**src/rtl/deq_ram.sv**
```systemverilog
// Generic single-write, single-read synchronous RAM with registered read data.
module deq_ram #(
  parameter int unsigned Width = 64,
  parameter int unsigned Depth = 64
) (
  input  logic                     clk_i,
  input  logic                     we_i,
  input  logic [$clog2(Depth)-1:0] waddr_i,
  input  logic [Width-1:0]         wdata_i,
  input  logic                     re_i,
  input  logic [$clog2(Depth)-1:0] raddr_i,
  output logic [Width-1:0]         rdata_o
);

  logic [Width-1:0] mem_q [Depth];
  logic [Width-1:0] rdata_q;

  always_ff @(posedge clk_i) begin
    if (we_i) begin
      mem_q[waddr_i] <= wdata_i;
    end
  end

  always_ff @(posedge clk_i) begin
    if (re_i) begin
      rdata_q <= mem_q[raddr_i];
    end
  end

  assign rdata_o = rdata_q;

endmodule

```
**config.mk**
```make
export PLATFORM = sky130hd
export DESIGN_NAME = deq_ram
export DESIGN_NICKNAME = d
export VERILOG_FILES = /design/src/rtl/deq_ram.sv
export SDC_FILE = /design/constraint.sdc
export NUM_CORES = 2
export LEC_CHECK = 0
export BUFFER_PORTS_ARGS = -buffer_cell sky130_fd_sc_hd__buf_2
export CORE_MARGIN = 2
export CORE_UTILIZATION = 50
export DETAILED_ROUTE_END_ITERATION = 12
export PLACE_DENSITY = 0.75
export SLEW_MARGIN = 20
export SYNTH_ARGS = -nofsm -noshare
export SYNTH_HDL_FRONTEND = slang
export SYNTH_SLANG_ARGS = --single-unit
```
**constraint.sdc**
```tcl
create_clock -name clk_i -period 7.2 [get_ports clk_i]
set_clock_uncertainty 0.15 [all_clocks]
set_input_delay 0 -clock clk_i [delete_from_list [all_inputs] [get_ports clk_i]]
set_output_delay 0 -clock clk_i [all_outputs]
set_load 0.01 [all_outputs]
```
==> flow_summary.ini <==
[outcome]
status = finished, final reports clean

[floorplan]
core_um2 = 312000
floorplan.initialDensity_pct = 50.3
dieHeight_um = 564
dieArea_um2 = 318000
row_count = 205
die_x_um = 564
num_io_pins = 143

[route]
firstDrtPassIters = 6
drcViolationCount = 0
totalWireLength_mm = 426
wl_per_cell_um = 37.1
drtIter0Drc = 12977
vias_per_cell = 6.78
num_vias = 77989
ant_nets = 0

[critical_path]
cp_top_family = buffers and inverters
crit_required_ns = 7.56
crit_buf_inv = 5
slowest_stage = buf_4
crit_fanout = 38
path_cells = dlygate4sd3_1 > buf_2 > nor2b_1 > dlygate4sd3_1 > nand4_1 > nor3_2 > buf_4 > buf_4
max_stage_delay_ns = 0.96
critical_path_class = input port to flop
endpoint_kind = flop
start_kind = input port
cp.arrival_ns = 4.05

[sta]
setup_ws_ns = 3.51
grt_setup_unrepaired = false
fin_crit_sh_pct = 51.2
hold_violations = 0
setup_viol = 0
relSlewSlack_pct = 13.6
fin_crit_ns = 3.69
drv_slew = 0
fmax_ghz = 0.271
worst_pin_slew_ns = 1.30
setup_tns_ns = 0

[placement]
dpl_worst_slack_ns = 3.44
place_inst = 10699
io_buffer_count = 142
place.gp.congestion = 0.815
place_hpwl_mm = 215

[global_route]
grt_pass1_wl_mm = 599
grt_usage_pct = 26.8
overflow = 0
antenna_found_initial = 18
grt_pass1_vias = 78329
grt_max_degree = 135

[power_and_ir_drop]
powerDensity_nw_per_um2 = 281
p_leak_nw = 54.9
peakVddDrop_uv = 267

[clock_network]
cts_root_buf = clkbuf_16
cts_made_buffers = 387
cts_num_sinks = 4160
cts.clk_slew.worst_paths_ns = 0.06
cts_tree = done
clk_latency_ns = 0.94
clockBufferDepth = 4
cts_setup_buffers = 0
htree_levels = 5

[synthesis]
synth-seq-cells = 4160
synth_nets = 6677
synth-main-ff-cell = edfxtp_1
synthTopCellsByArea = edfxtp_1 80%, mux4_2 15%, mux2i_1 0.86%
synth.largest_area_cell = edfxtp_1
async_reset_ff_share_pct = 0
synth_common_cells = 4160 x edfxtp_1, 1024 x mux4_2, 170 x buf_2, 168 x a22oi_1, 140 x clkbuf_1
netlist_area_um2 = 157000
ys_warn_count = 0
yosysMostFrequentCell = edfxtp_1
syn_area_per_cell_um2 = 23.8
syn-instance-count = 6598
synth_cell_types = 32
yosysSeqAreaShare_pct = 79.6
synth.top_cell.area_share_pct = 79.6
synth_edf_count = 4160

[final_layout]
nFillCells = 21208
register_area_um2 = 125000
drive_above_1_share_pct = 27.9
multi_input_comb_area_um2 = 30800
nets = 7105
area_growth_pct = 12.9
instances_no_fill = 11500

[hold_path]
hold_class = input port to flop

[run]
cap_violations = 0
cell usage in the layout (no fill, tap or decap), types with 63 or more instances in the layout:
cell type      instances
a211oi_1              63
a22o_1                88
a22oi_1              168
and3_1                64
buf_2                112
buf_4                179
clkbuf_16            394
clkinv_1              79
clkinv_2              94
dlygate4sd3_1         76
edfxtp_1            4160
mux2i_1              135
mux4_2              1024
nor2_4                64
o22ai_1               83
logic make-up (layout without fill, tap and decap cells):
| kind of cell | Yosys count | count (layout) | synth area share [%] |
|---|---|---|---|
| flops | 4160 | 4160 | 79.6 |
| mux | 1159 | 1159 | 15.6 |
| simple gates | 386 | 386 | 1.23 |
| other cells | 0 | 16 | 0 |
| compound gates | 504 | 504 | 2.47 |
| buf+inv | 389 | 1135 | 1.18 |
per-stage QoR:
stage	hold slack, ns	area, um2	power, mW	util, %
floorplan	-0.0511	157000	28.7	-
detailed placement	0.267	164000	29.7	52.4
finish	0.0273	177000	49.8	56.8
global placement	0.273	163000	29.6	52.3
CTS	0.0583	177000	49.9	56.7
global route	0.0548	177000	50.9	56.8
repair_timing:
| action | CTS | global route |
|---|---|---|
| resized for setup | 0 | 0 |
| hold buffers | 76 | 0 |
| endpoints found under the hold margin | 4247 | 0 |
sequential cells by signal, summed over array words and instances (netlist names):
| register | count |
|---|---|
| rdata_o | 64 |
| mem_q | 4096 |
where the power goes:
part           switching [mW]  internal, mW
clock                    8.96          11.6
combinational            1.45         0.842
sequential              0.109          26.9
worst paths after layout:
path	cells after the start	slack, ns	endpoint	from
hold / removal	2	0.03	mem_q[15][38]$_DFFE_PP_	wdata_i[38]
setup / recovery	8	3.51	mem_q[49][27]$_DFFE_PP_	waddr_i[4]
hold reg to reg	4	0.80	rdata_o[62]$_DFFE_PP_	mem_q[52][62]$_DFFE_PP_
setup reg to reg	5	4.57	rdata_o[38]$_DFFE_PP_	mem_q[61][38]$_DFFE_PP_
metal layers:
| metal | up-vias | part of all wire, % | GRT usage, % |
|---|---|---|---|
| li1 | 29372 | - | - |
| met1 | 41250 | 34 | 35.4 |
| met2 | 6222 | 48 | 43.2 |
| met3 | 1135 | 12 | 5.53 |
| met4 | 10 | 5.4 | 12.1 |
| met5 | - | 0.018 | 0 |
area by class of cell:
cell class / count / area share [%]
repair buffers: 409 / 2.02
clock buffers: 440 / 5.66
diodes: 16 / 0.0226
clock inverters: 267 / 1.48
multi-input cells: 2049 / 17.4
flip-flops and latches: 4160 / 70.5
well taps: 4140 / 2.92
inverters: 19 / 0.0402
No activity file was read; power rests on OpenSTA's default activity.
