==> config.mk <==
export PLATFORM = sky130hd
export DESIGN_NAME = deq_outreg
export DESIGN_NICKNAME = d
export VERILOG_FILES = /design/src/rtl/deq_pkg.sv /design/src/rtl/deq_outreg.sv
export SDC_FILE = /design/constraint.sdc
export NUM_CORES = 1
export LEC_CHECK = 0
export BUFFER_PORTS_ARGS = -buffer_cell sky130_fd_sc_hd__buf_2
export CORE_AREA = 2 2 109 111
export CTS_CLUSTER_SIZE = 40
export DETAILED_ROUTE_END_ITERATION = 10
export DIE_AREA = 0 0 111 113
export PLACE_DENSITY = 0.76
export RECOVER_POWER = 50
export SLEW_MARGIN = 15
export SYNTH_ARGS = -nofsm -noshare
export SYNTH_HDL_FRONTEND = slang
export SYNTH_SLANG_ARGS = --single-unit
==> constraint.sdc <==
create_clock -name clk_i -period 5.7 [get_ports clk_i]
set_clock_uncertainty 0.1 [all_clocks]
set_input_delay 0.855 -clock clk_i [delete_from_list [all_inputs] [get_ports clk_i]]
set_output_delay 0.855 -clock clk_i [all_outputs]
set_load 0.1 [all_outputs]
==> src/rtl/deq_pkg.sv <==
// Shared request and status codes for the double-ended queue.
package deq_pkg;

  localparam int unsigned ReqWidth    = 3;
  localparam int unsigned StatusWidth = 2;

  localparam logic [ReqWidth-1:0] REQ_PUSH_FRONT = 3'd0;
  localparam logic [ReqWidth-1:0] REQ_PUSH_BACK  = 3'd1;
  localparam logic [ReqWidth-1:0] REQ_POP_FRONT  = 3'd2;
  localparam logic [ReqWidth-1:0] REQ_POP_BACK   = 3'd3;
  localparam logic [ReqWidth-1:0] REQ_REVERSE    = 3'd4;
  localparam logic [ReqWidth-1:0] REQ_CLEAR      = 3'd5;

  localparam logic [StatusWidth-1:0] STATUS_DONE      = 2'd0;
  localparam logic [StatusWidth-1:0] STATUS_UNDERFLOW = 2'd1;
  localparam logic [StatusWidth-1:0] STATUS_OVERFLOW  = 2'd2;

endpackage

==> src/rtl/deq_outreg.sv <==
// Output register stage for the queue response channel.
module deq_outreg #(
  parameter int unsigned DataWidth  = 64,
  parameter int unsigned CountWidth = 7
) (
  input  logic                            clk_i,
  input  logic                            rst_ni,
  input  logic                            load_i,
  input  logic [DataWidth-1:0]            front_i,
  input  logic [DataWidth-1:0]            back_i,
  input  logic [CountWidth-1:0]           count_i,
  input  logic                            empty_i,
  input  logic [deq_pkg::StatusWidth-1:0] status_i,
  output logic                            free_o,
  output logic                            out_valid_o,
  input  logic                            out_stall_i,
  output logic [DataWidth-1:0]            front_value_o,
  output logic [DataWidth-1:0]            back_value_o,
  output logic [CountWidth-1:0]           entry_count_o,
  output logic                            is_empty_o,
  output logic [deq_pkg::StatusWidth-1:0] status_o
);

  logic                            valid_q, valid_d;
  logic [DataWidth-1:0]            front_q, back_q;
  logic [CountWidth-1:0]           count_q;
  logic                            empty_q;
  logic [deq_pkg::StatusWidth-1:0] status_q;

  assign free_o = !valid_q || !out_stall_i;

  always_comb begin
    valid_d = valid_q;
    if (free_o) begin
      valid_d = load_i;
    end
  end

  always_ff @(posedge clk_i or negedge rst_ni) begin
    if (!rst_ni) begin
      valid_q <= 1'b0;
    end else begin
      valid_q <= valid_d;
    end
  end

  always_ff @(posedge clk_i) begin
    if (free_o && load_i) begin
      front_q  <= front_i;
      back_q   <= back_i;
      count_q  <= count_i;
      empty_q  <= empty_i;
      status_q <= status_i;
    end
  end

  assign out_valid_o   = valid_q;
  assign front_value_o = front_q;
  assign back_value_o  = back_q;
  assign entry_count_o = count_q;
  assign is_empty_o    = empty_q;
  assign status_o      = status_q;

endmodule
==> results of run 1 <==
-- flip-flops by register name, indices dropped and copies added (netlist names) --
register / flops
status_o: 2
front_value_o: 64
out_valid_o: 1
is_empty_o: 1
entry_count_o: 7
back_value_o: 64
-- cell type report --
type	instances	area, um2	area share
Clock buffer	18	429	0.0671
Timing Repair Buffer	283	1360	0.213
Sequential cell	139	4170	0.652
Multi-Input combinational cell	3	30.0	0.00470
Tap cell	143	179	0.0280
Clock inverter	12	223	0.0348
-- path summary, 6_finish.rpt --
check | end | slack (ns) | depth (start not counted)
worst min-delay path | out_valid_o | 0.12 | 1
worst max register to register | back_value_o[20] | 3.34 | 2
max in group asynchronous | out_valid_o | 5.30 | 1
worst min register to register | out_valid_o | 0.51 | 1
min in group clk_i | out_valid_o | 0.51 | 1
worst max-delay path | front_value_o[51] | 3.14 | 1
-- metrics by stage --
step                      hold slack (ns)  total power, W  cells  cell area [um2]  utilization
after floorplan                     0.459         0.00165    142             4190            -
final                               0.119         0.00293    598             6390        0.567
after global placement              0.466         0.00174    568             5800        0.514
after detailed placement            0.505         0.00175    568             5800        0.514
after CTS                          0.0997         0.00296    598             6450        0.572
after global routing               0.0970         0.00301    598             6390        0.567
-- metal layers --
metal | GRT usage | vias up | share of wire
met1 | 0.156 | 1183 | 0.36
met3 | 0.0702 | 9 | 0.11
met2 | 0.249 | 179 | 0.51
met5 | 0 | - | 0
met4 | 0.0550 | 0 | 0.010
li1 | - | 1182 | -
-- power by group --
part | internal, W | switching, W | leakage [nW]
logic | 0.0000644 | 0.000447 | 0.999
registers | 0.00119 | 0.0000142 | 1.32
clock network | 0.000815 | 0.000392 | 0.312
-- placed cells by master, fill, tap and decap left out --
cell type / n
clkinv_4: 2
a21boi_4: 1
clkbuf_1: 49
clkbuf_16: 17
edfxtp_1: 138
clkinvlp_4: 2
nand2_1: 1
dfrtp_1: 1
bufinv_16: 6
clkinv_2: 2
a21o_1: 1
buf_4: 2
buf_2: 233
-- cell families (layout without fill, tap and decap cells) --
kind of cell / count (synthesis) / in the layout / share of synthesized area
buf+inv: 0 / 313 / 0
simple gates: 1 / 1 / 0.000895
flops: 139 / 139 / 0.995
compound gates: 2 / 2 / 0.00448
==> out/results.tsv, run 1 <==
metric	value	unit
outcome	finished, final reports clean	
max_cap_violations	0	
synthFlopType	edfxtp_1	
cp_data_required_time	4.74	ns
arrival	1.61	ns
grt_pass1_wl	13400	um
num_vias	2553	
cts_root_buf	clkbuf_16	
die_h	113	um
ys_async_sr_fraction	0.00719	
path_class	reg2out	
r2r_start	out_valid_o	
yosysTopAreaCell	edfxtp_1	
core	11300	um2
ys_seq_area_frac	0.995	
path_cells	clkbuf_1	
drive_above_1_share	0.582	
crit_path_top_delay_cell	clkbuf_1	
syn_area	4190	um2
max_freq	390	MHz
slew_headroom	0.194	
postCtsSetupBuffers	0	
p_leak	2.64	nW
grt.overflow.total	0	
dieWidth	111	um
wl_per_cell	15.7	um
syn-instance-count	142	
syn-num-nets	284	
n_antenna_cell	0	
ys_seq_elements	139	
ant_nets	0	
dp_worst_setup_slack	2.77	ns
yosysMostFrequentCell	edfxtp_1	
cts_resized	0	
period_share	0.449	
crit_path_start	front_value_o[51]	
place_hpwl	7030	um
tightest_slew	1.21	ns
dr.pass1.iters	4	
syn_to_final_growth	52.5	%
max_stage_delay	0.88	ns
cp-start-kind	register	
period_needed	2.56	ns
ys_top_cells_by_count	edfxtp_1 (138), a21boi_2 (1), a21o_1 (1), dfrtp_1 (1), nand2_1 (1)	
holdCritPathClass	in2async	
hold_violations	0	
syn_area_per_cell	29.5	um2
ioPinCount	282	
cp_num_buf_inv	1	
grt_max_degree	63	
path_clk_slew	0.06	ns
initial_utilization	0.372	
synth_warnings	0	
port_buffers	281	
yosys.cell_types.count	5	
route.detailed.drc	0	
cts_hold_buf	0	
grt_antenna_before_repair	0	
totalWireLength	9410	um
tns	0	ns
setup_viol	0	
drtIter0Drc	86	
grt_pass1_vias	2612	
synth_top_cells_by_area	edfxtp_1 (99%), dfrtp_1 (0.60%), a21boi_2 (0.27%)	
place.gp.congestion	0.788	
clockBufferDepth	2	
vias_per_cell	4.27	
nNetsFinal	586	
worst_slack	3.14	ns
synth-edff-count	138	
maxSlewViolCount	0	
die_area	12500	um2
nFillCells	933	
clock_sinks	139	
grt_usage	0.145	
critPathMaxFanout	1	
htree_levels	4	
path_delay_family	buffers and inverters	
rsz0062_at_grt	false	
clk_latency	0.40	ns
power.density	458	nW/um2
yosysTopAreaCellShare	0.989	
ir_drop	284	uV
row_count	39	
numCtsBuffers	17	
end_kind	output pin	
cts_tree	done	
Note: power is estimated with default switching activity, not from simulation.
==> inputs of run 2 (changes only) <==
==> constraint.sdc (replaced) <==
create_clock -name clk_i -period 2.4 [get_ports clk_i]
set_clock_uncertainty 0.1 [all_clocks]
set_input_delay 0.36 -clock clk_i [delete_from_list [all_inputs] [get_ports clk_i]]
set_output_delay 0.36 -clock clk_i [all_outputs]
set_load 0.1 [all_outputs]
==> run 2 against run 1 <==
Worst hold slack got worse by 0.087 ns; count of clock-buffer cells in the layout is the same; combinational power increased by 140%; largest cell class unchanged; cell count grew 0.33%; largest power group unchanged; cell area decreased by 1.2%; non-clock buffer count increased by 1; global-route usage rose by 0.83 points.
==> out/results.tsv, run 2 (synthesized netlist as in run 1, its figures left out) <==
metric	value	unit	change
gr-usage-met2	0.256		was 0.249
htree_levels	4		unchanged
maxSlewViolCount	0		unchanged
dieWidth	111	um	unchanged
outcome	finished, final reports clean		unchanged
power.density	1010	nW/um2	was 458 nW/um2
grt_pass1_wl	14000	um	was 13400 um
route.detailed.drc	0		unchanged
path_cells	a21boi_0 -> clkbuf_4		was clkbuf_1
tightest_slew	0.907	ns	was 1.21 ns
clock_sinks	139		unchanged
worst_slack	0.397	ns	was 3.14 ns
cp_num_buf_inv	1		unchanged
path_depth	2		was 1
cp_data_required_time	2.32	ns	was 4.74 ns
fin_util	0.560		was 0.567
busiest_layer	met2		unchanged
whs	0.0315	ns	was 0.119 ns
crit_path_start	out_valid_o		was front_value_o[51]
hold_violations	0		unchanged
setup_viol	0		unchanged
mostFrequentLayoutCells	buf_2 (279), edfxtp_1 (138), clkbuf_16 (17), clkinv_2 (7)		was buf_2 (233), edfxtp_1 (138), clkbuf_1 (49), clkbuf_16 (17), bufinv_16 (6)
grt.overflow.total	0		unchanged
totalWireLength	9730	um	was 9410 um
r2r_slack	0.40	ns	was 3.34 ns
ff2ff_path_depth	2		unchanged
nFillCells	897		was 933
period_share	0.835		
clockBufferDepth	2		unchanged
multiInputGateArea	18.8	um2	was 30.0 um2
p_leak	2.70	nW	was 2.64 nW
path_clk_slew	0.05	ns	was 0.06 ns
crit_path_top_delay_cell	clkbuf_4		was clkbuf_1
worstHoldPathCells	1		
tns	0	ns	unchanged
worstHoldEndpoint	back_value_o[62]		
cp-start-kind	register		unchanged
final_common_cell	buf_2		unchanged
place_hpwl	7200	um	was 7030 um
port_buffers	281		unchanged
end_kind	register		was output pin
cts_tree	done		unchanged
cts_resized	0		unchanged
clk_latency	0.40	ns	about the same
drtIter0Drc	83		was 86
ioPinCount	282		unchanged
max_stage_delay	0.76	ns	was 0.88 ns
max_cap_violations	0		unchanged
cts_hold_buf	1		was 0
instances_no_fill	600		was 598
cts_root_buf	clkbuf_16		unchanged
rsz0062_at_grt	false		unchanged
arrival	1.92	ns	was 1.61 ns
regArea	4170	um2	about the same
row_count	39		unchanged
place.gp.congestion	0.769		was 0.788
core	11300	um2	unchanged
grt_antenna_before_repair	1		was 0
drive_above_1_share	0.675		was 0.582
max_freq	499	MHz	
r2r-end	front_value_o[51]		was back_value_o[20]
path_class	reg2reg		was reg2out
hold_start	back_i[62]		
met1_usage	0.169		was 0.156
use_met3	0.0809		was 0.0702
holdCritPathClass	in2reg		was in2async
grt_pass1_vias	2633		was 2612
nNetsFinal	587		was 586
dp_worst_setup_slack	0.868	ns	was 2.77 ns
path_delay_family	buffers and inverters		unchanged
slew_headroom	0.396		was 0.194
dp.cells	568		unchanged
syn_to_final_growth	50.7	%	was 52.5%
critPathMaxFanout	69		was 1
wl_per_cell	16.2	um	was 15.7 um
dr.pass1.iters	6		was 4
num_vias	2553		unchanged
initial_utilization	0.372		unchanged
die_area	12500	um2	unchanged
numCtsBuffers	17		unchanged
grt_usage	0.153		was 0.145
die_h	113	um	unchanged
period_needed	2.00	ns	
ir_drop	554	uV	was 284 uV
vias_per_cell	4.26		was 4.27
postCtsSetupBuffers	0		unchanged
ant_nets	0		unchanged
r2r_start	out_valid_o		unchanged
grt_max_degree	70		was 63
[run 2: changes by cell type in the layout (fill, tap and decap cells not counted), moves of 2 or more]
cell	previous run	this run
clkinv_1	0	3
buf_2	233	279
clkbuf_4	0	2
clkinv_4	2	0
bufinv_16	6	1
clkbuf_1	49	3
clkinv_2	2	7
buf_4	2	0
[run 2: power breakdown]
| group | internal [W] | switching (W) | leakage [nW] | total, W |
|---|---|---|---|---|
| combinational | 0.000163 | 0.00106 | 1.12 | 0.00122 |
| sequential | 0.00284 | 0.0000328 | 1.32 | 0.00287 |
| clock | 0.00138 | 0.000888 | 0.257 | 0.00227 |
[run 2: metal layers]
layer	vias up	share of wire	wire length, um
li1	1190	-	-
met4	0	0.0068	66
met5	-	0	0
met1	1175	0.37	3580
met2	183	0.51	4920
met3	5	0.12	1160
[run 2: layout make-up]
cell class              instances  share of cell area
multi-input cells               3             0.00297
diodes                          1            0.000396
clock inverters                12              0.0133
well taps                     143              0.0283
repair buffers                284               0.226
clock buffers                  18              0.0680
flip-flops and latches        139               0.661
[run 2: worst max-delay path by stage]
stage,endpoint,slack [ns]
2_1_floorplan,back_value_o[0],-1.20
4_1_cts,free_o,0.52
3_3_place_gp,front_value_o[58],0.89
5_1_grt,back_value_o[19],0.26
6_report,front_value_o[51],0.40
3_5_place_dp,back_value_o[23],0.87
[run 2: through the flow]
step / total power, W / instance area, um2
finish: 0.00637 / 6310
global route: 0.00657 / 6310
CTS: 0.00644 / 6350
detailed placement: 0.00416 / 5830
global placement: 0.00414 / 5830
floorplan: 0.00390 / 4200
==> inputs of run 3 (changes only) <==
--- a/config.mk
+++ b/config.mk
@@ -5,12 +5,14 @@
 export SDC_FILE = /design/constraint.sdc
 export NUM_CORES = 1
 export LEC_CHECK = 0
+export ABC_AREA = 1
 export BUFFER_PORTS_ARGS = -buffer_cell sky130_fd_sc_hd__buf_2
-export CORE_AREA = 2 2 109 111
+export CORE_ASPECT_RATIO = 0.9
+export CORE_MARGIN = 2
+export CORE_UTILIZATION = 37
 export CTS_CLUSTER_SIZE = 40
 export DETAILED_ROUTE_END_ITERATION = 10
-export DIE_AREA = 0 0 111 113
-export PLACE_DENSITY = 0.76
+export PLACE_DENSITY = 0.79
 export RECOVER_POWER = 50
 export SLEW_MARGIN = 15
 export SYNTH_ARGS = -nofsm -noshare
==> constraint.sdc (replaced) <==
create_clock -name clk_i -period 1.7 [get_ports clk_i]
set_clock_uncertainty 0.1 [all_clocks]
set_input_delay 0.255 -clock clk_i [delete_from_list [all_inputs] [get_ports clk_i]]
set_output_delay 0.255 -clock clk_i [all_outputs]
set_load 0.1 [all_outputs]
==> run 3 against run 2 <==
The flow now stops in clock tree synthesis (4_1_cts); synthesized cell count up 0.70%; area after synthesis down 0.15%.
==> out/results.tsv, run 3 <==
metric	value	unit	change
yosysTopAreaCell	edfxtp_1		unchanged
ys_async_sr_fraction	0.00719		unchanged
synth_top_cells_by_area	edfxtp_1 (99%), dfrtp_1 (0.60%), nand2_1 (0.18%)		was edfxtp_1 (99%), dfrtp_1 (0.60%), a21boi_2 (0.27%)
ioPinCount	282		unchanged
syn-instance-count	143		was 142
initial_utilization	0.382		was 0.372
row_count	36		was 39
ys_seq_elements	139		unchanged
yosysMostFrequentCell	edfxtp_1		unchanged
htree_levels	4		unchanged
cts_resized	1		was 0
syn-num-nets	285		was 284
synthFlopType	edfxtp_1		unchanged
synth_warnings	0		unchanged
numCtsBuffers	17		unchanged
first-error	[ERROR RSZ-0060] Max buffer count reached.		
cts_hold_buf	123		was 1
place.gp.congestion	0.724		was 0.769
ys_seq_area_frac	0.996		was 0.995
dieWidth	116	um	was 111 um
synth-edff-count	138		unchanged
clockBufferDepth	2		unchanged
syn_area	4190	um2	about the same
haltStage	clock tree synthesis (4_1_cts)		
outcome	aborted with a tool error		was finished, final reports clean
cts_root_buf	clkbuf_16		unchanged
dp_worst_setup_slack	0.192	ns	was 0.868 ns
clock_sinks	139		unchanged
port_buffers	281		unchanged
place_hpwl	6950	um	was 7200 um
syn_area_per_cell	29.3	um2	was 29.5 um2
die_h	105	um	was 113 um
yosysTopAreaCellShare	0.990		was 0.989
ys_top_cells_by_count	edfxtp_1 (138), nand2_1 (2), a21oi_1 (1), dfrtp_1 (1), inv_1 (1)		was edfxtp_1 (138), a21boi_2 (1), a21o_1 (1), dfrtp_1 (1), nand2_1 (1)
postCtsSetupBuffers	0		unchanged
yosys.cell_types.count	5		unchanged
==> run 3: cell families after synthesis <==
family	Yosys count	synth area share
flip-flops	139	0.996
AO/OA/AOI/OAI	1	0.00119
AND/OR/NAND/NOR	2	0.00179
buffers and inverters	1	0.000896
==> run 3: per-stage QoR <==
| step | setup TNS (ns) | instance area (um2) | instances | utilization |
|---|---|---|---|---|
| after global placement | 0 | 5840 | 578 | 0.533 |
| after floorplan | -253.17 | 4200 | 143 | - |
| after detailed placement | 0 | 5840 | 578 | 0.533 |
==> inputs of run 4 (changes only) <==
--- a/config.mk
+++ b/config.mk
@@ -7,12 +7,10 @@
 export LEC_CHECK = 0
 export ABC_AREA = 1
 export BUFFER_PORTS_ARGS = -buffer_cell sky130_fd_sc_hd__buf_2
-export CORE_ASPECT_RATIO = 0.9
 export CORE_MARGIN = 2
-export CORE_UTILIZATION = 37
-export CTS_CLUSTER_SIZE = 40
+export CORE_UTILIZATION = 25
 export DETAILED_ROUTE_END_ITERATION = 10
-export PLACE_DENSITY = 0.79
+export PLACE_DENSITY_LB_ADDON = 0.15
 export RECOVER_POWER = 50
 export SLEW_MARGIN = 15
 export SYNTH_ARGS = -nofsm -noshare
==> constraint.sdc (replaced) <==
create_clock -name clk_i -period 2.2 [get_ports clk_i]
set_clock_uncertainty 0.1 [all_clocks]
set_input_delay 0.33 -clock clk_i [delete_from_list [all_inputs] [get_ports clk_i]]
set_output_delay 0.33 -clock clk_i [all_outputs]
set_load 0.1 [all_outputs]
==> run 4 against run 3 <==
The run again fails in clock tree synthesis (4_1_cts); area after synthesis unchanged; synthesized cell count unchanged.
==> out/results.tsv, run 4 <==
metric	value	unit	change
syn_area_per_cell	29.3	um2	unchanged
postCtsSetupBuffers	0		unchanged
numCtsBuffers	17		unchanged
cts_root_buf	clkbuf_16		unchanged
ys_async_sr_fraction	0.00719		unchanged
yosysTopAreaCellShare	0.990		unchanged
synth-edff-count	138		unchanged
syn-num-nets	285		unchanged
clock_sinks	139		unchanged
die_h	133	um	was 105 um
dieWidth	133	um	was 116 um
cts_resized	0		was 1
cts_hold_buf	137		was 123
outcome	aborted with a tool error		unchanged
initial_utilization	0.254		was 0.382
yosysMostFrequentCell	edfxtp_1		unchanged
synthFlopType	edfxtp_1		unchanged
synth_top_cells_by_area	edfxtp_1 (99%), dfrtp_1 (0.60%), nand2_1 (0.18%)		unchanged
yosys.cell_types.count	5		unchanged
row_count	47		was 36
ioPinCount	282		unchanged
syn-instance-count	143		unchanged
ys_top_cells_by_count	edfxtp_1 (138), nand2_1 (2), a21oi_1 (1), dfrtp_1 (1), inv_1 (1)		unchanged
htree_levels	4		unchanged
ys_seq_elements	139		unchanged
haltStage	clock tree synthesis (4_1_cts)		unchanged
place.gp.congestion	0.727		was 0.724
ys_seq_area_frac	0.996		unchanged
yosysTopAreaCell	edfxtp_1		unchanged
syn_area	4190	um2	unchanged
clockBufferDepth	2		unchanged
synth_warnings	0		unchanged
first-error	[ERROR RSZ-0060] Max buffer count reached.		unchanged
place_hpwl	8270	um	was 6950 um
port_buffers	281		unchanged
[run 4: cell counts after synthesis]
Identical to the previous run, type by type.
[run 4: cell families after synthesis]
family / synth area share
buf+inv: 0.000896
compound gates: 0.00119
flops: 0.996
simple gates: 0.00179
[run 4: per-stage QoR]
step                      std cells  instance area [um2]  utilization  worst slack (ns)  hold WS (ns)
after floorplan                 143                 4200            -             -1.33       -0.0656
after detailed placement        653                 6000        0.364             0.445       0.00735
after global placement          653                 6000        0.364             0.447       0.00571
